`src/rtl/core/drive_mode_sequencer_core_macros.svh`:
```
// -----------------------------------------------------------------------------
// Drive mode sequencer assertion macros
// Shared concurrent assertion helpers for the sequencer core.
// -----------------------------------------------------------------------------
`ifndef DRIVE_MODE_SEQUENCER_CORE_MACROS_SVH
`define DRIVE_MODE_SEQUENCER_CORE_MACROS_SVH

`ifndef SYNTH

// Property that must hold at every clock edge outside reset.
`define DMS_ASSERT(lbl, clk, rst, prop) \
   lbl: assert property (@(posedge clk) disable iff (rst) (prop)) \
      else $error("dms assertion failed");

// Condition in one cycle implies a consequence in the next.
`define DMS_ASSERT_NEXT(lbl, clk, rst, ante, cons) \
   lbl: assert property (@(posedge clk) disable iff (rst) (ante) |=> (cons)) \
      else $error("dms assertion failed");

`else

`define DMS_ASSERT(lbl, clk, rst, prop)
`define DMS_ASSERT_NEXT(lbl, clk, rst, ante, cons)

`endif

`endif

```
`src/rtl/core/dms_pkg.sv`:
```
// -----------------------------------------------------------------------------
// Drive mode sequencer package
// Types, codes and constants shared by the sequencer core files.
// -----------------------------------------------------------------------------
package dms_pkg;

   localparam int BRAKE_ADC_BITS_DEF = 12;
   localparam int BRAKE_THR_W        = 12;
   localparam int CSR_DATA_W         = 16;
   localparam int CSR_IDX_W          = 3;
   localparam int LIMIT_W            = 16;
   localparam int THROTTLE_W         = 16;
   localparam int NUM_PROFILES       = 4;
   localparam int PROFILE_W          = 2;

   // Dash button bit positions.
   localparam int BTN_UP_BIT   = 0;
   localparam int BTN_DOWN_BIT = 1;
   localparam int BTN_REV_BIT  = 2;

   localparam logic [2:0] BTN_NONE          = 3'b000;
   localparam logic [2:0] BTN_DOWN_ONLY     = 3'b010;
   localparam logic [2:0] BTN_PROFILE_CYCLE = 3'b110;

   typedef enum logic [2:0] {
      MODE_INIT    = 3'd0,
      MODE_SELECT  = 3'd1,
      MODE_RELEASE = 3'd2,
      MODE_FDELAY  = 3'd3,
      MODE_FWD     = 3'd4,
      MODE_RDELAY  = 3'd5,
      MODE_REV     = 3'd6,
      MODE_FAULT   = 3'd7
   } mode_type;

   typedef enum logic [CSR_IDX_W-1:0] {
      CSR_LIMIT_SAFE       = 3'd0,
      CSR_LIMIT_ENDURANCE  = 3'd1,
      CSR_LIMIT_AUTOCROSS  = 3'd2,
      CSR_LIMIT_LUDICROUS  = 3'd3,
      CSR_BRAKE_ON_THR     = 3'd4,
      CSR_THROTTLE_IDLE    = 3'd5
   } csr_index_type;

   typedef struct packed {
      logic [NUM_PROFILES-1:0][LIMIT_W-1:0] limit;
      logic [CSR_DATA_W-1:0]                brake_thr;
      logic [THROTTLE_W-1:0]                thr_idle;
   } cfg_type;

   typedef struct packed {
      mode_type             mode;
      logic [PROFILE_W-1:0] profile;
      logic [LIMIT_W-1:0]   limit;
      logic                 fwd_on;
      logic                 rev_on;
   } state_type;

   typedef struct packed {
      mode_type             mode;
      logic                 forward_switch;
      logic                 reverse_switch;
      logic [PROFILE_W-1:0] drive_profile;
      logic [LIMIT_W-1:0]   throttle_limit;
      logic                 start_forward_delay;
      logic                 start_reverse_delay;
      logic                 cancel_delay;
      logic                 clear_timer_done;
   } result_type;

endpackage

```
`src/rtl/core/dms_req_if.sv`:
```
// -----------------------------------------------------------------------------
// Drive mode sequencer request channel
// Valid/ready channel carrying one evaluation tick of driver inputs.
// -----------------------------------------------------------------------------
interface dms_req_if #(
   parameter int BRAKE_BITS = dms_pkg::BRAKE_ADC_BITS_DEF
);
   import dms_pkg::*;

   logic                         valid;
   logic                         ready;
   logic [2:0]                   dash_buttons;
   logic [BRAKE_BITS-1:0]        brake_level;
   logic signed [THROTTLE_W-1:0] throttle_level;
   logic                         forward_delay_done;
   logic                         reverse_delay_done;
   logic [2:0]                   fault_flags;

   modport source (
      output valid, dash_buttons, brake_level, throttle_level,
             forward_delay_done, reverse_delay_done, fault_flags,
      input  ready
   );

   modport sink (
      input  valid, dash_buttons, brake_level, throttle_level,
             forward_delay_done, reverse_delay_done, fault_flags,
      output ready
   );

endinterface

```
`src/rtl/core/dms_rsp_if.sv`:
```
// -----------------------------------------------------------------------------
// Drive mode sequencer response channel
// Valid/ready channel carrying the mode, switches, limit and timer pulses.
// -----------------------------------------------------------------------------
interface dms_rsp_if;
   import dms_pkg::*;

   logic                 valid;
   logic                 ready;
   logic [2:0]           mode;
   logic                 forward_switch;
   logic                 reverse_switch;
   logic [PROFILE_W-1:0] drive_profile;
   logic [LIMIT_W-1:0]   throttle_limit;
   logic                 start_forward_delay;
   logic                 start_reverse_delay;
   logic                 cancel_delay;
   logic                 clear_timer_done;

   modport source (
      output valid, mode, forward_switch, reverse_switch, drive_profile,
             throttle_limit, start_forward_delay, start_reverse_delay,
             cancel_delay, clear_timer_done,
      input  ready
   );

   modport sink (
      input  valid, mode, forward_switch, reverse_switch, drive_profile,
             throttle_limit, start_forward_delay, start_reverse_delay,
             cancel_delay, clear_timer_done,
      output ready
   );

endinterface

```
`src/rtl/core/dms_csr.sv`:
```
// -----------------------------------------------------------------------------
// Drive mode sequencer configuration registers
// Holds the four profile limits and the two arming thresholds.
// -----------------------------------------------------------------------------
module dms_csr #(
   parameter int BRAKE_ADC_BITS = dms_pkg::BRAKE_ADC_BITS_DEF
) (
   input  logic                             clock,
   input  logic                             reset,
   input  logic                             csr_we,
   input  logic [dms_pkg::CSR_IDX_W-1:0]    csr_index,
   input  logic [dms_pkg::CSR_DATA_W-1:0]   csr_wdata,
   output dms_pkg::cfg_type                 cfg
);
   import dms_pkg::*;

   logic [NUM_PROFILES-1:0][LIMIT_W-1:0] limit_ff, limit_in;
   logic [BRAKE_ADC_BITS-1:0]            brake_thr_ff, brake_thr_in;
   logic [THROTTLE_W-1:0]                thr_idle_ff, thr_idle_in;

   always_comb begin
      limit_in     = limit_ff;
      brake_thr_in = brake_thr_ff;
      thr_idle_in  = thr_idle_ff;
      if (csr_we) begin
         case (csr_index_type'(csr_index))
            CSR_LIMIT_SAFE:      limit_in[0]  = csr_wdata[LIMIT_W-1:0];
            CSR_LIMIT_ENDURANCE: limit_in[1]  = csr_wdata[LIMIT_W-1:0];
            CSR_LIMIT_AUTOCROSS: limit_in[2]  = csr_wdata[LIMIT_W-1:0];
            CSR_LIMIT_LUDICROUS: limit_in[3]  = csr_wdata[LIMIT_W-1:0];
            // The threshold register is twelve bits; it is then seen within the brake width.
            CSR_BRAKE_ON_THR:    brake_thr_in = BRAKE_ADC_BITS'(csr_wdata[BRAKE_THR_W-1:0]);
            CSR_THROTTLE_IDLE:   thr_idle_in  = csr_wdata[THROTTLE_W-1:0];
            default: begin
               // Writes to unused indices are dropped.
               limit_in = limit_ff;
            end
         endcase
      end
   end

   always_ff @(posedge clock) begin
      if (reset) begin
         limit_ff     <= '0;
         brake_thr_ff <= '0;
         thr_idle_ff  <= '0;
      end else begin
         limit_ff     <= limit_in;
         brake_thr_ff <= brake_thr_in;
         thr_idle_ff  <= thr_idle_in;
      end
   end

   assign cfg.limit     = limit_ff;
   assign cfg.brake_thr = CSR_DATA_W'(brake_thr_ff);
   assign cfg.thr_idle  = thr_idle_ff;

endmodule

```
`src/rtl/core/dms_step.sv`:
```
// -----------------------------------------------------------------------------
// Drive mode sequencer step
// Mode state register and the single-tick transition logic.
// -----------------------------------------------------------------------------
`include "drive_mode_sequencer_core_macros.svh"

module dms_step #(
   parameter int BRAKE_ADC_BITS = dms_pkg::BRAKE_ADC_BITS_DEF
) (
   input  logic                                  clock,
   input  logic                                  reset,
   input  logic                                  advance,
   input  logic [2:0]                            dash_buttons,
   input  logic [BRAKE_ADC_BITS-1:0]             brake_level,
   input  logic signed [dms_pkg::THROTTLE_W-1:0] throttle_level,
   input  logic                                  forward_delay_done,
   input  logic                                  reverse_delay_done,
   input  logic [2:0]                            fault_flags,
   input  dms_pkg::cfg_type                      cfg,
   output dms_pkg::result_type                   result
);
   import dms_pkg::*;

   state_type            state_ff, state_in;
   mode_type             mode_cur;
   logic                 armed;
   logic                 btn_rev;
   logic [PROFILE_W-1:0] profile_next;
   logic                 sfwd, srev, cancel, clr;

   assign btn_rev      = dash_buttons[BTN_REV_BIT];
   assign profile_next = state_ff.profile + PROFILE_W'(1);

   // Forward may be armed only with the brake held and the throttle idle.
   assign armed = dash_buttons[BTN_UP_BIT] &&
                  (brake_level > cfg.brake_thr[BRAKE_ADC_BITS-1:0]) &&
                  ($signed(throttle_level) < $signed(cfg.thr_idle));

   always_comb begin
      // A fault flag overrides the held mode before the transition.
      mode_cur = (fault_flags != 3'b000) ? MODE_FAULT : state_ff.mode;
      state_in = state_ff;
      state_in.mode = mode_cur;
      sfwd   = 1'b0;
      srev   = 1'b0;
      cancel = 1'b0;
      clr    = 1'b0;
      case (mode_cur)
         MODE_INIT: begin
            state_in.limit = cfg.limit[state_ff.profile];
            state_in.mode  = MODE_SELECT;
         end
         MODE_SELECT: begin
            state_in.fwd_on = 1'b0;
            state_in.rev_on = 1'b0;
            if (dash_buttons == BTN_PROFILE_CYCLE) begin
               state_in.profile = profile_next;
               state_in.limit   = cfg.limit[profile_next];
               state_in.mode    = MODE_RELEASE;
            end else if (armed) begin
               sfwd          = 1'b1;
               state_in.mode = MODE_FDELAY;
            end
         end
         MODE_RELEASE: begin
            if (dash_buttons == BTN_NONE || dash_buttons == BTN_DOWN_ONLY) begin
               state_in.mode = MODE_SELECT;
            end
         end
         MODE_FDELAY: begin
            if (armed && forward_delay_done) begin
               clr           = 1'b1;
               state_in.mode = MODE_FWD;
            end else if (!armed) begin
               state_in.mode = MODE_SELECT;
            end
         end
         MODE_FWD: begin
            state_in.fwd_on = 1'b1;
            state_in.rev_on = 1'b0;
            if (dash_buttons[BTN_DOWN_BIT]) begin
               state_in.mode = MODE_SELECT;
            end else if (btn_rev) begin
               srev          = 1'b1;
               state_in.mode = MODE_RDELAY;
            end
         end
         MODE_RDELAY: begin
            if (btn_rev && reverse_delay_done) begin
               clr           = 1'b1;
               state_in.mode = MODE_REV;
            end else if (!btn_rev) begin
               cancel        = 1'b1;
               state_in.mode = MODE_FWD;
            end
         end
         MODE_REV: begin
            state_in.fwd_on = 1'b0;
            state_in.rev_on = 1'b1;
            if (!btn_rev) begin
               cancel        = 1'b1;
               state_in.mode = MODE_FWD;
            end
         end
         default: begin
            // Fault mode is latched until reset with both switches open.
            state_in.fwd_on = 1'b0;
            state_in.rev_on = 1'b0;
            state_in.mode   = MODE_FAULT;
         end
      endcase
   end

   always_ff @(posedge clock) begin
      if (reset) begin
         state_ff.mode    <= MODE_INIT;
         state_ff.profile <= '0;
         state_ff.limit   <= '0;
         state_ff.fwd_on  <= 1'b0;
         state_ff.rev_on  <= 1'b0;
      end else if (advance) begin
         state_ff <= state_in;
      end
   end

   assign result.mode                = state_in.mode;
   assign result.forward_switch      = state_in.fwd_on;
   assign result.reverse_switch      = state_in.rev_on;
   assign result.drive_profile       = state_in.profile;
   assign result.throttle_limit      = state_in.limit;
   assign result.start_forward_delay = sfwd;
   assign result.start_reverse_delay = srev;
   assign result.cancel_delay        = cancel;
   assign result.clear_timer_done    = clr;

   `DMS_ASSERT_NEXT(a_fault_latched, clock, reset, state_ff.mode == MODE_FAULT, state_ff.mode == MODE_FAULT)
   `DMS_ASSERT(a_switch_exclusive, clock, reset, !(state_ff.fwd_on && state_ff.rev_on))
   `DMS_ASSERT_NEXT(a_state_holds, clock, reset, !advance, $stable(state_ff))

endmodule

```
`src/rtl/core/drive_mode_sequencer_core.sv`:
```
// -----------------------------------------------------------------------------
// Drive mode sequencer core
// Vehicle drive mode state machine evaluated once per request transaction.
// -----------------------------------------------------------------------------
//  Channel   Direction  Handshake     Carries
//  req_ch    in         valid/ready   buttons, brake, throttle, timer done, faults
//  rsp_ch    out        valid/ready   mode, switches, profile, limit, timer pulses
//  csr_*     in         write enable  profile limits and arming thresholds
//
// One transaction per cycle is sustained while rsp_ch is ready; a request is
// registered, evaluated by the step logic and its response registered.
// The input register accepts a new request whenever it is empty or moving on.
// A stalled response holds the step; the state advances only when it moves.
// Reset is synchronous and clears the mode, profile, limit, configuration and valid flags.
// -----------------------------------------------------------------------------
`include "drive_mode_sequencer_core_macros.svh"

module drive_mode_sequencer_core #(
   parameter int BRAKE_ADC_BITS = dms_pkg::BRAKE_ADC_BITS_DEF
) (
   input  logic                           clock,
   input  logic                           reset,
   dms_req_if.sink                        req_ch,
   dms_rsp_if.source                      rsp_ch,
   input  logic                           csr_we,
   input  logic [dms_pkg::CSR_IDX_W-1:0]  csr_index,
   input  logic [dms_pkg::CSR_DATA_W-1:0] csr_wdata
);
   import dms_pkg::*;

   cfg_type                      cfg;
   result_type                   step_result;
   result_type                   out_ff;
   logic                         out_valid_ff, out_valid_in;
   logic                         in_valid_ff, in_valid_in;
   logic                         advance;
   logic                         req_take;
   logic [2:0]                   dash_ff;
   logic [BRAKE_ADC_BITS-1:0]    brake_ff;
   logic signed [THROTTLE_W-1:0] throttle_ff;
   logic                         fdone_ff;
   logic                         rdone_ff;
   logic [2:0]                   faults_ff;

   // The step fires when the response register is free or being emptied.
   assign advance      = in_valid_ff && (!out_valid_ff || rsp_ch.ready);
   assign req_ch.ready = !in_valid_ff || advance;
   assign req_take     = req_ch.valid && req_ch.ready;
   assign in_valid_in  = req_take || (in_valid_ff && !advance);
   assign out_valid_in = advance || (out_valid_ff && !rsp_ch.ready);

   always_ff @(posedge clock) begin
      if (reset) begin
         in_valid_ff  <= 1'b0;
         out_valid_ff <= 1'b0;
      end else begin
         in_valid_ff  <= in_valid_in;
         out_valid_ff <= out_valid_in;
      end
   end

   always_ff @(posedge clock) begin
      if (req_take) begin
         dash_ff     <= req_ch.dash_buttons;
         brake_ff    <= req_ch.brake_level;
         throttle_ff <= req_ch.throttle_level;
         fdone_ff    <= req_ch.forward_delay_done;
         rdone_ff    <= req_ch.reverse_delay_done;
         faults_ff   <= req_ch.fault_flags;
      end
      if (advance) begin
         out_ff <= step_result;
      end
   end

   dms_csr #(
      .BRAKE_ADC_BITS (BRAKE_ADC_BITS)
   ) u_csr (
      .clock     (clock),
      .reset     (reset),
      .csr_we    (csr_we),
      .csr_index (csr_index),
      .csr_wdata (csr_wdata),
      .cfg       (cfg)
   );

   dms_step #(
      .BRAKE_ADC_BITS (BRAKE_ADC_BITS)
   ) u_step (
      .clock              (clock),
      .reset              (reset),
      .advance            (advance),
      .dash_buttons       (dash_ff),
      .brake_level        (brake_ff),
      .throttle_level     (throttle_ff),
      .forward_delay_done (fdone_ff),
      .reverse_delay_done (rdone_ff),
      .fault_flags        (faults_ff),
      .cfg                (cfg),
      .result             (step_result)
   );

   assign rsp_ch.valid               = out_valid_ff;
   assign rsp_ch.mode                = out_ff.mode;
   assign rsp_ch.forward_switch      = out_ff.forward_switch;
   assign rsp_ch.reverse_switch      = out_ff.reverse_switch;
   assign rsp_ch.drive_profile       = out_ff.drive_profile;
   assign rsp_ch.throttle_limit      = out_ff.throttle_limit;
   assign rsp_ch.start_forward_delay = out_ff.start_forward_delay;
   assign rsp_ch.start_reverse_delay = out_ff.start_reverse_delay;
   assign rsp_ch.cancel_delay        = out_ff.cancel_delay;
   assign rsp_ch.clear_timer_done    = out_ff.clear_timer_done;

   `DMS_ASSERT_NEXT(a_pending_kept, clock, reset, in_valid_ff && !advance, in_valid_ff)
   `DMS_ASSERT(a_one_pulse, clock, reset, !out_valid_ff || $onehot0({out_ff.start_forward_delay, out_ff.start_reverse_delay, out_ff.cancel_delay, out_ff.clear_timer_done}))
   `DMS_ASSERT_NEXT(a_step_fills_out, clock, reset, advance, out_valid_ff)

endmodule
```
`src/flat_wrapper.sv`:
```
// flat-port wrapper written by rule: the top's interface ports become plain ports
module drive_mode_sequencer_core_flat import dms_pkg::*;
#(
   parameter int BRAKE_ADC_BITS = dms_pkg::BRAKE_ADC_BITS_DEF
)
  (clock, reset, csr_we, csr_index, csr_wdata, req_ch_valid, req_ch_dash_buttons, req_ch_brake_level, req_ch_throttle_level, req_ch_forward_delay_done, req_ch_reverse_delay_done, req_ch_fault_flags, req_ch_ready, rsp_ch_valid, rsp_ch_mode, rsp_ch_forward_switch, rsp_ch_reverse_switch, rsp_ch_drive_profile, rsp_ch_throttle_limit, rsp_ch_start_forward_delay, rsp_ch_start_reverse_delay, rsp_ch_cancel_delay, rsp_ch_clear_timer_done, rsp_ch_ready);
  dms_req_if req_ch_i ();
  dms_rsp_if rsp_ch_i ();
  input  logic clock;
  input  logic reset;
  input  logic csr_we;
  input  logic [dms_pkg::CSR_IDX_W-1:0] csr_index;
  input  logic [dms_pkg::CSR_DATA_W-1:0] csr_wdata;
  input wire logic [$bits(req_ch_i.valid)-1:0] req_ch_valid;
  input wire logic [$bits(req_ch_i.dash_buttons)-1:0] req_ch_dash_buttons;
  input wire logic [$bits(req_ch_i.brake_level)-1:0] req_ch_brake_level;
  input wire logic [$bits(req_ch_i.throttle_level)-1:0] req_ch_throttle_level;
  input wire logic [$bits(req_ch_i.forward_delay_done)-1:0] req_ch_forward_delay_done;
  input wire logic [$bits(req_ch_i.reverse_delay_done)-1:0] req_ch_reverse_delay_done;
  input wire logic [$bits(req_ch_i.fault_flags)-1:0] req_ch_fault_flags;
  output wire logic [$bits(req_ch_i.ready)-1:0] req_ch_ready;
  output wire logic [$bits(rsp_ch_i.valid)-1:0] rsp_ch_valid;
  output wire logic [$bits(rsp_ch_i.mode)-1:0] rsp_ch_mode;
  output wire logic [$bits(rsp_ch_i.forward_switch)-1:0] rsp_ch_forward_switch;
  output wire logic [$bits(rsp_ch_i.reverse_switch)-1:0] rsp_ch_reverse_switch;
  output wire logic [$bits(rsp_ch_i.drive_profile)-1:0] rsp_ch_drive_profile;
  output wire logic [$bits(rsp_ch_i.throttle_limit)-1:0] rsp_ch_throttle_limit;
  output wire logic [$bits(rsp_ch_i.start_forward_delay)-1:0] rsp_ch_start_forward_delay;
  output wire logic [$bits(rsp_ch_i.start_reverse_delay)-1:0] rsp_ch_start_reverse_delay;
  output wire logic [$bits(rsp_ch_i.cancel_delay)-1:0] rsp_ch_cancel_delay;
  output wire logic [$bits(rsp_ch_i.clear_timer_done)-1:0] rsp_ch_clear_timer_done;
  input wire logic [$bits(rsp_ch_i.ready)-1:0] rsp_ch_ready;
  assign req_ch_i.valid = req_ch_valid;
  assign req_ch_i.dash_buttons = req_ch_dash_buttons;
  assign req_ch_i.brake_level = req_ch_brake_level;
  assign req_ch_i.throttle_level = req_ch_throttle_level;
  assign req_ch_i.forward_delay_done = req_ch_forward_delay_done;
  assign req_ch_i.reverse_delay_done = req_ch_reverse_delay_done;
  assign req_ch_i.fault_flags = req_ch_fault_flags;
  assign req_ch_ready = req_ch_i.ready;
  assign rsp_ch_valid = rsp_ch_i.valid;
  assign rsp_ch_mode = rsp_ch_i.mode;
  assign rsp_ch_forward_switch = rsp_ch_i.forward_switch;
  assign rsp_ch_reverse_switch = rsp_ch_i.reverse_switch;
  assign rsp_ch_drive_profile = rsp_ch_i.drive_profile;
  assign rsp_ch_throttle_limit = rsp_ch_i.throttle_limit;
  assign rsp_ch_start_forward_delay = rsp_ch_i.start_forward_delay;
  assign rsp_ch_start_reverse_delay = rsp_ch_i.start_reverse_delay;
  assign rsp_ch_cancel_delay = rsp_ch_i.cancel_delay;
  assign rsp_ch_clear_timer_done = rsp_ch_i.clear_timer_done;
  assign rsp_ch_i.ready = rsp_ch_ready;
  drive_mode_sequencer_core #(.BRAKE_ADC_BITS(BRAKE_ADC_BITS)) u_core (.clock(clock), .reset(reset), .req_ch(req_ch_i), .rsp_ch(rsp_ch_i), .csr_we(csr_we), .csr_index(csr_index), .csr_wdata(csr_wdata));
endmodule
```
`config.mk`:
```
export PLATFORM = sky130hd
export DESIGN_NAME = drive_mode_sequencer_core_flat
export DESIGN_NICKNAME = d
export VERILOG_FILES = /design/src/rtl/core/dms_pkg.sv /design/src/rtl/core/dms_req_if.sv /design/src/rtl/core/dms_rsp_if.sv /design/src/rtl/core/dms_csr.sv /design/src/rtl/core/dms_step.sv /design/src/rtl/core/drive_mode_sequencer_core.sv /design/src/flat_wrapper.sv
export VERILOG_INCLUDE_DIRS = /design/src /design/src/rtl/core
export SDC_FILE = /design/constraint.sdc
export NUM_CORES = 1
export LEC_CHECK = 0
export BUFFER_PORTS_ARGS = -buffer_cell sky130_fd_sc_hd__buf_2
export CAP_MARGIN = 40
export CORE_MARGIN = 2
export CORE_UTILIZATION = 55
export DETAILED_ROUTE_END_ITERATION = 10
export PLACE_DENSITY_LB_ADDON = 0.3
export SLEW_MARGIN = 40
export SYNTH_ARGS = -nofsm -noshare
export SYNTH_HDL_FRONTEND = slang
export SYNTH_HIERARCHICAL = 1
export SYNTH_SLANG_ARGS = --single-unit
```
`constraint.sdc`:
```
create_clock -name clock -period 6.3 [get_ports clock]
set_input_delay 0.63 -clock clock [delete_from_list [all_inputs] [get_ports clock]]
set_output_delay 0.63 -clock clock [all_outputs]
set_load 0.005 [all_outputs]
```
## Yosys cells after proc, flatten, opt, wreduce, memory -nomap -nowiden

Index checks and enable logic that the tools add are counted.
Widths: inputs -> output; s select.

- Mux-type cells: 27
- Bitwise gates (word level): 2
- Order comparisons: 4
- Reductions and logical operators: 30
- Equality and inequality tests: 13
- Add/subtract/negate cells: 1

Operators by type and width:

| kind | number |
|---|---|
| $bmux 16 s2 | 2 |
| $mux 16 | 2 |
| $pmux 16 s2 | 1 |
| $mux 3 | 10 |
| $pmux 3 s7 | 1 |
| $eq 3x3->1 const B | 6 |
| $mux 18 | 1 |
| $lt 16x16->1 | 1 |
| $eq 3x2->1 const B | 5 |
| $gt 12x12->1 | 1 |
| $reduce_and 2->1 | 6 |
| $logic_not 3->1 | 3 |
| $logic_and 1x1->1 | 8 |
| $eq 3x1->1 const B | 2 |
| $lt 2x3->1 const B | 2 |
| $mux 1 | 6 |
| $pmux 2 s3 | 1 |
| $logic_or 1x1->1 | 5 |
| $logic_not 1->1 | 4 |
| $pmux 1 s2 | 2 |
| $reduce_or 2->1 | 2 |
| $reduce_or 4->1 | 1 |
| $reduce_bool 3->1 | 1 |
| $add 2x1->2 const B | 1 |
| other kinds (2) | 3 |

- Output and inout bits: 29
- Logic and storage cells: 105
- Bits in registers: 180
- Input bits: 60

## Longest topological paths before layout

Gate-level depths: netlist of run 1.

- Depth in word-level cells: 6
- Gate-level depth with buffers: 9
- Depth with buffers taken out: 8

## Hierarchy

Netlist of run 1, hierarchy kept.

By module, submodules not included:

| module | instances | area each (um^2) | sequential area each (um^2) | cells an instance |
|---|---|---|---|---|
| dms_csr | 1 | 3667.3 | 1841.8 | 328 |
| dms_step | 1 | 3045.4 | 460.4 | 354 |
| drive_mode_sequencer_core | 1 | 1995.7 | 1931.9 | 73 |

## Least setup slack after synthesis of run 1

OpenSTA, ideal clock, no wires.

- Path kind: input to register
- Start: in rsp_ch_ready
- End: reg u_core/u_step/state_ff[15] (netlist name)
- Arrival time: 1948 ps
- Slack: 4235 ps
- Stages on the path: 6
- Path buffers: 2
- Required time: 6184 ps
- Setup time: 116 ps
- Path through: nand2b_1 -> and2_2 -> clkbuf_1 -> clkbuf_1 -> nand4_1 -> o211a_1

- Longest elaborated chain between the ends: 2

Ends and longest elaborated chain:

| what | RTL line | text |
|---|---|---|
| start: declaration | flat_wrapper.sv:32 | `input wire logic [$bits(rsp_ch_i.ready)-1:0] rsp_ch_ready;` |
| $logic_or 1x1->1 | drive_mode_sequencer_core.sv:46 | `assign advance = in_valid_ff && (!out_valid_ff \|\| rsp_ch.ready);` |
| $logic_and 1x1->1 | drive_mode_sequencer_core.sv:46 |  |
| via u_core.advance | drive_mode_sequencer_core.sv:36 | `logic advance;` |
| end signal: assignment | dms_step.sv:122 | `state_ff <= state_in;` |
| end: declaration | dms_step.sv:24 | `state_type state_ff, state_in;` |

The timed path passes the listed nets, and every way through them passes these cells.
A chain may end at the register's enable or synchronous reset.

==> metrics.md, run 1 <==
| Metric | Value |
|---|---|
| Peak Freq | about 400 MHz |
| Area Growth Syn to Fin | 12.22% |
| Antenna violations before repair | 0 |
| Wirelength per Cell | 17.12 um |
| Worst-skew pair later-pin latency | 0.43 ns |
| Final hold viol count | 0 |
| Hold/Removal Path Class | in2reg |
| Pin count of the biggest net entering global routing | 118 |
| Core area | about 15000 um2 |
| CTS H-tree lvls | 4 |
| Port Buf Inserts | between 80 and 90 |
| Post-CTS setup buffer count | 0 |
| Maximum VDD drop | around 0.00018 V |
| Row count | 45 |
| Post-Syn Nets | 837 |
| Clock skew | around 0.0097 ns |
| Vias in the first global route | about 5800 |
| Final design utilization | ~64% |
| Max-cap violations | 0 |
| Pleak | 0.004139 uW |
| Clk sink count | 180 |
| Top layer in use | met4 |
| Die ar. | about 17000 um2 |
| Via count | around 5900 |
| CTS tree | built |
| Proportion of layout cells with a drive suffix above 1 | a little over a fifth |
| Die width | between 100 and 150 um |
| Worst-path clk slew | ~0.07 ns |
| Mapped cell area | between 8000 and 9000 um2 |
| # resized after CTS | 0 |
| Setup violations, final | 0 |
| Post-DR vias/cell | between 5 and 6 |
| Worst Slack Setup Final | 3.828 ns |
| Drt total wl | around 18000 um |
| Endpoint class of the critical path | register |
| Final worst path period share | between 30 and 40% |
| Pre-CTS setup slack | between 3 and 4 ns |
| First-pass GRT wire length | about 29000 um |
| CP Max Fanout | 4 |
| CTS Buf Count | 17 |
| RSZ-0062 raised after global routing | no |
| Drt drc | 0 |
| Outcome | completed |
| Post-DP HPWL | ~12000 um |
| Routed met2 length | 8627 um |
| Ant. Diodes | 0 |
| Total GRT Usage | 21.94% |
| Total Power | around 2400 uW |
| Power per Cell Area | between 200 and 300 nW/um2 |
| Critical Path Source Type | register |
| DIE HEIGHT | about 130 um |
| Critical path arrival | 2.66 ns |
| Root Driver | clkbuf_16 |
| Layout Nets | roughly 900 |
| Setup TNS | 0 ns |
| Clock period minus worst slack | ~2.5 ns |
| TritonRoute pass-1 iters | 5 |
| Critical path class | reg2reg |
| CTS Hold Bufs | 0 |
| Mean area per synthesized cell | between 10 and 15 um2 |
| Gr ovfl total | 0 |
| Placed Cells incl. Taps | 1006 |
| Gate count of the mapped netlist | 750 |
| Required @ worst endpoint | between 6 and 7 ns |
| Slew Limit Headroom | 44.65% |
| Synth warn | 6 |
| Initial Util | roughly 57% |
| Starting DRC count in detailed routing | 538 |
| IO Pins | between 80 and 90 |
| GPL Wtd Cong | 0.7585 |
| Met3 wire len | 943 um |
| Max Slew Vio Count | 0 |
| CTS Buffer Depth | 2 |
| Final std cells w/o fill | approximately 1000 |
| Slew @ Worst Pin | between 0.8 and 0.9 ns |
| ANT nets after route | 0 |
| Met1 wire length | 7937 um |
worst paths after layout:
check,from,endpoint,slack [ns],cells past startpoint
worst max register to register,u_core/u_csr/brake_thr_ff[10]$_SDFFE_PP0P_,u_core/rsp_ch.mode[0]$_DFFE_PP_,3.83,8
worst max-delay path,u_core/u_csr/brake_thr_ff[10]$_SDFFE_PP0P_,u_core/rsp_ch.mode[0]$_DFFE_PP_,3.83,8
worst min-delay path,req_ch_throttle_level[3],u_core/throttle_ff[3]$_DFFE_PP_,0.37,1
worst min register to register,u_core/u_csr/thr_idle_ff[10]$_SDFFE_PP0P_,u_core/u_csr/thr_idle_ff[10]$_SDFFE_PP0P_,0.48,2
cells in the final DEF, fill, tap and decap left out, drive strengths merged, types with 6 or more instances in the layout:
master / instances
nor3: 6
dfxtp: 117
o21ai: 9
clkbuf: 21
ha: 27
nand4: 19
a21oi: 19
nand2b: 111
nor2: 15
buf: 96
mux2i: 94
inv: 33
o211a: 17
nand3: 21
edfxtp: 63
clkinv: 8
mux4: 32
nand2: 64
critical path, stage by stage (launching register included):
cell and delay (ns):
dfxtp_1 0.36, inv_1 0.07, ha_1 0.32, and4_1 0.22
nand2_1 0.07, a21o_1 0.17, a21oi_1 0.45, o211ai_1 0.30
a21bo_2 0.27
report_power, final:
part	internal (uW)	switching, uW
clock	526	442
combinational	86.2	103
sequential	1250	29.0
per-stage QoR:
| stage | hold WS [ns] | area [um2] |
|---|---|---|
| after floorplan | 0.4524 | 8675 |
| after global routing | 0.3533 | 9734 |
| after global placement | 0.4598 | 9174 |
| after CTS | 0.3582 | 9723 |
| final | 0.3696 | 9734 |
| after detailed placement | 0.4669 | 9184 |
area by class of cell:
class                           count  area, um2
Clock buffer                       21      460.4
Clock inverter                     11      78.83
Fill cell                        1217       5580
Inverter                           32      120.1
Multi-Input combinational cell    488       4069
Sequential cell                   180       4238
Tap cell                          211      264.0
Timing Repair Buffer               96      504.2
registers in the layout, indices dropped and copies added, names as in the netlist:
| register | cells |
|---|---|
| u_core/rsp_ch.drive_profile | 2 |
| u_core/u_csr/brake_thr_ff | 12 |
| u_core/faults_ff | 3 |
| u_core/u_step/state_ff | 23 |
| u_core/rsp_ch.throttle_limit | 16 |
| u_core/rsp_ch.mode | 3 |
| u_core/rsp_ch.forward_switch | 1 |
| u_core/rsp_ch.cancel_delay | 1 |
| u_core/u_csr/thr_idle_ff | 16 |
| u_core/throttle_ff | 16 |
| u_core/rsp_ch.clear_timer_done | 1 |
| u_core/rsp_ch.start_forward_delay | 1 |
| u_core/u_csr/cfg | 64 |
| u_core/in_valid_ff | 1 |
| u_core/rsp_ch.start_reverse_delay | 1 |
| u_core/brake_ff | 12 |
| u_core/rsp_ch.reverse_switch | 1 |
| u_core/rdone_ff | 1 |
| u_core/dash_ff | 3 |
| u_core/rsp_ch.valid | 1 |
| u_core/fdone_ff | 1 |
layer usage:
layer  global-route usage (%)  vias up
met1                    29.19     2880
met3                    4.542       22
met4                    8.476        0
met2                    35.54      178
li1                         -     2828
met5                        0        -
Note: power is estimated with default switching activity, not from simulation.
==> run 2, diff against run 1 <==
--- a/config.mk
+++ b/config.mk
@@ -9,7 +9,7 @@
 export BUFFER_PORTS_ARGS = -buffer_cell sky130_fd_sc_hd__buf_2
 export CAP_MARGIN = 40
 export CORE_MARGIN = 2
-export CORE_UTILIZATION = 55
+export CORE_UTILIZATION = 53
 export DETAILED_ROUTE_END_ITERATION = 10
 export PLACE_DENSITY_LB_ADDON = 0.3
 export SLEW_MARGIN = 40
==> constraint.sdc (replaced) <==
create_clock -name clock -period 2.2 [get_ports clock]
set_input_delay 0.22 -clock clock [delete_from_list [all_inputs] [get_ports clock]]
set_output_delay 0.22 -clock clock [all_outputs]
set_load 0.005 [all_outputs]
==> run 2 against run 1 <==
Global-route usage increased by 0.47 points; sequential share of layout area down 2.7 points; core utilization grew 1.6 points; flip-flop and latch count unchanged; first-iteration DRC count decreased by 36%; count of clock-buffer cells in the layout unchanged; routed wire length up 6.3%; largest cell class unchanged; combinational power rose to 3.4 times the previous value; highest routed layer is now met5; largest power group unchanged; final cell count rose by 5.2%.
==> metrics.md, run 2 (synthesized netlist as in run 1, its figures left out) <==
| Metric | Value |
|---|---|
| Proportion of layout cells with a drive suffix above 1 | around 22% |
| Core area | 15940 um2 |
| Hold Path End | u_core/in_valid_ff$_SDFF_PP0_ |
| Hold/Removal Path Class | in2reg |
| Slew Limit Headroom | 50.08% |
| Vias in the first global route | about 6200 |
| IO Pins | 89 |
| RSZ-0062 raised after global routing | yes |
| Clock period minus worst slack | around 2.2 ns |
| P_sw | 1604 uW |
| Final std cells w/o fill | around 1100 |
| Clk sink count | between 150 and 200 |
| Commonest non-fill, non-tap cells in the layout | dfxtp_1 (113), nand2b_1 (111), mux2i_1 (94) |
| Critical path arrival | around 2.4 ns |
| Reg2Reg Launch Point | u_core/throttle_ff[1]$_DFFE_PP_ |
| Initial Util | between 50% and 60% |
| Placed Cells incl. Taps | between 1000 and 1500 |
| Row count | 46 |
| Critical-path cell list | ha_1, a2111o_1, a31oi_2, o2111a_2, o211ai_1, a21bo_2 |
| Layout Nets | between 900 and 1000 |
| Post-DP HPWL | 13000 um |
| Total GRT Usage | approximately 22% |
| Ant. Diodes | 0 |
| Area Growth Syn to Fin | 19.69% |
| Port Buf Inserts | between 80 and 90 |
| Layout fillers | 1246 |
| Worst reg2reg setup slack | 0.0008 ns |
| Sw Ratio | a little over a fifth |
| Drt drc | 0 |
| CP max stage cell | a2111o_1 |
| Pin count of the biggest net entering global routing | 39 |
| DIE HEIGHT | between 100 and 150 um |
| Worst-skew pair later-pin latency | approximately 0.43 ns |
| Most common cell after layout, fill and taps aside | dfxtp_1 |
| Required @ worst endpoint | 2.37 ns |
| Reg power frac | 48.6% |
| Clock share of power | between 40% and 50% |
| Gr ovfl total | 0 |
| Logic pwr share | 8.6% |
| Power per Cell Area | 722.3 nW/um2 |
| Antenna violations before repair | 1 |
| CP Max Fanout | 4 |
| Reg2Reg Depth | 6 |
| Via count | 6158 |
| Slew @ Worst Pin | 0.7488 ns |
| Final instance area | around 10000 um2 |
| CP Buf/Inv Count | 0 |
| Post-DR vias/cell | between 5 and 6 |
| TritonRoute pass-1 iters | 5 |
| Max Slew Vio Count | 0 |
| ANT nets after route | 0 |
| Die ar. | ~17000 um2 |
| Hold path cells | 3 |
| Maximum VDD drop | about 0.00054 V |
| Cell family contributing the most delay on the critical path | compound AO/OA/AOI/OAI gates |
| Peak Freq | 454.7 MHz |
| Endpoint class of the critical path | register |
| Clock skew | 0.006626 ns |
| Placed Area | 9355 um2 |
| Max-cap violations | 0 |
| CTS Buf Count | 17 |
| GPL Wtd Cong | 0.7874 |
| Drt total wl | about 19000 um |
| CTS H-tree lvls | 4 |
| CTS tree | built |
| CTS Buffer Depth | 2 |
| Max reg flops | 64 |
| Worst-path clk slew | about 0.06 ns |
| Final worst path period share | 99.96% |
| Critical Path Source Type | register |
| Wirelength per Cell | 17.30 um |
| Final hold viol count | 0 |
| FF-to-FF End | u_core/rsp_ch.mode[0]$_DFFE_PP_ |
| Critical path class | reg2reg |
| Post-CTS setup buffer count | 0 |
| P_int | 5895 uW |
| Root Driver | clkbuf_16 |
| Outcome | completed |
| HP Start | req_ch_valid |
| Setup violations, final | 0 |
| First-pass GRT wire length | between 30000 and 40000 um |
| Starting DRC count in detailed routing | 344 |
| CP max stage delay | a little under 0.4 ns |
| Die width | about 130 um |
| Pleak | ~0.0044 uW |
## run 2: what timing repair did
action	4_1_cts	5_1_grt
endpoints found under the hold margin	36	0
hold buffers	36	0
gates resized for setup	5	7
pin swaps	4	0
setup endpoints to repair	1	7
## run 2: power groups by stage
stage | logic [uW] | clock network (uW) | registers, uW
detailed placement | 580 | 0 | 3720
floorplan | 373 | 0 | 3700
global placement | 552 | 0 | 3710
finish | 643 | 3210 | 3650
CTS | 634 | 3260 | 3650
global route | 704 | 3400 | 3660
## run 2: through the flow
step	utilization, %	total power (uW)	TNS [ns]	hold WS, ns	worst slack (ns)
final	65.12	7499	0	0.04823	0.0008458
after global routing	65.12	7767	-0.1404	0.04176	-0.07845
after CTS	64.94	7539	0	0.03398	0.006816
after detailed placement	58.68	4298	-0.03826	0.3981	-0.03826
after global placement	58.68	4261	0	0.3963	0.05813
after floorplan	-	4074	0	0.2824	0.1995
## run 2: worst max path at each step
stage                                                   from                               to  slack (ns)  depth (start not counted)
floorplan           u_core/u_csr/thr_idle_ff[9]$_SDFFE_PP0P_  u_core/rsp_ch.mode[0]$_DFFE_PP_        0.20                          8
global placement    u_core/u_csr/thr_idle_ff[9]$_SDFFE_PP0P_  u_core/rsp_ch.mode[0]$_DFFE_PP_        0.06                          8
detailed placement  u_core/u_csr/thr_idle_ff[9]$_SDFFE_PP0P_  u_core/rsp_ch.mode[0]$_DFFE_PP_       -0.04                          8
CTS                          u_core/throttle_ff[1]$_DFFE_PP_  u_core/rsp_ch.mode[0]$_DFFE_PP_       0.007                          6
global route                 u_core/throttle_ff[1]$_DFFE_PP_  u_core/rsp_ch.mode[0]$_DFFE_PP_       -0.08                          6
finish                       u_core/throttle_ff[1]$_DFFE_PP_  u_core/rsp_ch.mode[0]$_DFFE_PP_      0.0008                          6
## run 2: final cells by class
cell class                 count  area (um2)  area share [%]
clock buffer                  21       440.4           4.242
timing repair buffer         145        1021           9.834
multi-input combinational    488        4109           39.58
tap                          216       270.3           2.603
inverter                      32       120.1           1.157
clock inverter                11       182.7           1.759
sequential                   180        4239           40.83
## run 2: worst min-delay path, cell delays in order
cell and delay, ns:
buf_2 0.11, inv_1 0.06, a21oi_2 0.05
## run 2: metal layers
| layer | part of all wire, % | global-route usage (%) | wire length [um] | vias up |
|---|---|---|---|---|
| met5 | 0.069 | 0 | 13 | - |
| met4 | 3.1 | 10.45 | 578 | 2 |
| met1 | 42 | 28.35 | 8024 | 2983 |
| met2 | 49 | 36.98 | 9210 | 199 |
| li1 | - | - | - | 2928 |
| met3 | 5.7 | 4.729 | 1084 | 46 |
==> run 3, diff against run 2 <==
--- a/config.mk
+++ b/config.mk
@@ -12,6 +12,7 @@
 export CORE_UTILIZATION = 53
 export DETAILED_ROUTE_END_ITERATION = 10
 export PLACE_DENSITY_LB_ADDON = 0.3
+export SETUP_SLACK_MARGIN = 0.02
 export SLEW_MARGIN = 40
 export SYNTH_ARGS = -nofsm -noshare
 export SYNTH_HDL_FRONTEND = slang
==> constraint.sdc (replaced) <==
create_clock -name clock -period 2.2 [get_ports clock]
set_input_delay 0.44 -clock clock [delete_from_list [all_inputs] [get_ports clock]]
set_output_delay 0.44 -clock clock [all_outputs]
set_load 0.005 [all_outputs]
==> run 3 against run 2 <==
Die area did not move; setup slack gained 0.011 ns; sequential power about the same; largest cell class unchanged; count of clock-buffer cells in the layout is 6 higher; final cell count is 2.8% lower; combinational power is 6.4% lower; critical path depth grew 1; critical path type unchanged; via count down 3.3%; core utilization fell by 2.0 points.
==> metrics.md, run 3 (synthesized netlist as in run 1, its figures left out) <==
| Metric | Value |
|---|---|
| GPL Wtd Cong | 0.7889 |
| Hold/Removal Path Class | in2reg |
| Max reg flops | 64 |
| Final worst path period share | between 90% and 100% |
| Maximum VDD drop | around 0.00048 V |
| Post-DP HPWL | around 13000 um |
| Slew @ Worst Pin | 0.6747 ns |
| CTS H-tree lvls | 4 |
| First-pass GRT wire length | roughly 30000 um |
| CP max stage cell | a2111o_1 |
| CTS Buf Count | 17 |
| CTS tree | built |
| Commonest non-fill, non-tap cells in the layout | dfxtp_1 (113), nand2b_1 (111), mux2i_1 (94) |
| WHS | 0.1886 ns |
| CP max stage delay | 0.42 ns |
| Critical path class | reg2reg |
| Ant. Diodes | 0 |
| CP Buf/Inv Count | 1 |
| Vias in the first global route | approximately 6000 |
| Drt total wl | approximately 18000 um |
| Clock skew | between 0.008 and 0.009 ns |
| CTS Hold Bufs | 0 |
| Max Slew Vio Count | 0 |
| RSZ-0062 raised after global routing | yes |
| Power per Cell Area | approximately 720 nW/um2 |
| Max-cap violations | 0 |
| Wirelength per Cell | approximately 17 um |
| Root Driver | clkbuf_16 |
| Cell family contributing the most delay on the critical path | compound AO/OA/AOI/OAI gates |
| Setup violations, final | 0 |
| Final design utilization | between 60% and 70% |
| Layout fillers | roughly 1300 |
| Endpoint class of the critical path | register |
| IO Pins | ~90 |
| Peak Freq | between 400 and 500 MHz |
| Die width | ~130 um |
| Via count | ~6000 |
| Gr ovfl total | 0 |
| Worst-path clk slew | around 0.07 ns |
| Pleak | about 0.0043 uW |
| Clk sink count | 180 |
| Required @ worst endpoint | about 2.4 ns |
| Area Growth Syn to Fin | 16.01% |
| Core area | approximately 16000 um2 |
| Antenna violations before repair | 0 |
| Die ar. | approximately 17000 um2 |
| Critical path arrival | between 2 and 2.5 ns |
| Total Power | around 7300 uW |
| Critical Path Source Type | register |
| Clock period minus worst slack | 2.188 ns |
| Most common cell after layout, fill and taps aside | dfxtp_1 |
| Total GRT Usage | 21.62% |
| Critical Path Source | u_core/u_csr/thr_idle_ff[1]$_SDFFE_PP0P_ |
| Slew Limit Headroom | roughly 55% |
| Starting DRC count in detailed routing | 388 |
| Row count | 46 |
| Proportion of layout cells with a drive suffix above 1 | a little under a quarter |
| Critical-path cell list | inv_1, ha_1, a2111o_1, a31oi_4, o2111a_2, o211ai_1, a21bo_2 |
| Worst-skew pair later-pin latency | 0.42 ns |
| Pin count of the biggest net entering global routing | 37 |
| TritonRoute pass-1 iters | 5 |
| Pre-CTS setup slack | ~0.023 ns |
| CTS Buffer Depth | 2 |
| Worst Slack Setup Final | ~0.012 ns |
| Drt drc | 0 |
| Reg2Reg Launch Point | u_core/u_csr/thr_idle_ff[1]$_SDFFE_PP0P_ |
| Initial Util | 54.41% |
| HP Start | req_ch_fault_flags[2] |
| Port Buf Inserts | 88 |
| Post-DR vias/cell | about 5.6 |
| Outcome | completed |
| ANT nets after route | 0 |
| DIE HEIGHT | 131.9 um |
| Final hold viol count | 0 |
| CP Max Fanout | 4 |
| Layout Nets | 920 |
==> run 3: cell types whose count changed in the layout (fill, tap and decap cells not counted), sizes merged <==
cell         change
clkbuf           +6
buf              +5
clkinv           -1
clkinvlp         -2
dlygate4sd3     -36
inv              +1
bufinv           -4
==> run 3: final timing paths <==
path | end | slack [ns] | depth (start not counted)
worst max-delay path | u_core/rsp_ch.mode[0]$_DFFE_PP_ | 0.01 | 7
worst min-delay path | u_core/faults_ff[2]$_DFFE_PP_ | 0.19 | 1
worst max register to register | u_core/rsp_ch.mode[0]$_DFFE_PP_ | 0.01 | 7
worst min register to register | u_core/u_csr/thr_idle_ff[11]$_SDFFE_PP0P_ | 0.47 | 2
==> run 3: final cells by class <==
| class | instances | area, um2 | share of cell area [%] |
|---|---|---|---|
| Tap cell | 216 | 270.3 | 2.686 |
| Clock buffer | 27 | 546.8 | 5.433 |
| Clock inverter | 5 | 58.81 | 0.5844 |
| Multi-Input combinational cell | 488 | 4143 | 41.17 |
| Sequential cell | 180 | 4239 | 42.12 |
| Inverter | 32 | 120.1 | 1.194 |
| Timing Repair Buffer | 114 | 685.7 | 6.813 |
==> run 3: routing by layer <==
metal / vias to the layer above / part of all wire [%] / GRT usage, %
li1: 2864 / - / -
met1: 2908 / 44 / 28.20
met2: 156 / 49 / 36.14
met3: 25 / 4.7 / 4.229
met4: 0 / 2.0 / 7.488
met5: - / 0 / 0
==> run 3: repair_timing <==
action                                  CTS  global route
resized for setup                         3            13
buffers inserted                          0             2
cloned                                    0             0
pin swaps                                 3             7
endpoints found under the setup margin    1             7
==> run 3: stage by stage <==
| step | cells | cell area (um2) | setup TNS, ns |
|---|---|---|---|
| after detailed placement | 1028 | 9365 | 0 |
| after floorplan | 750 | 8675 | 0 |
| after global placement | 1028 | 9365 | 0 |
| after CTS | 1060 | 9981 | 0 |
| final | 1062 | 10060 | 0 |
| after global routing | 1062 | 10060 | -0.2041 |
==> run 3: power by group <==
part | total (uW) | internal [uW] | switching, uW
Clock | 3040 | 1830 | 1220
Sequential | 3640 | 3580 | 65.1
Combinational | 602 | 275 | 327
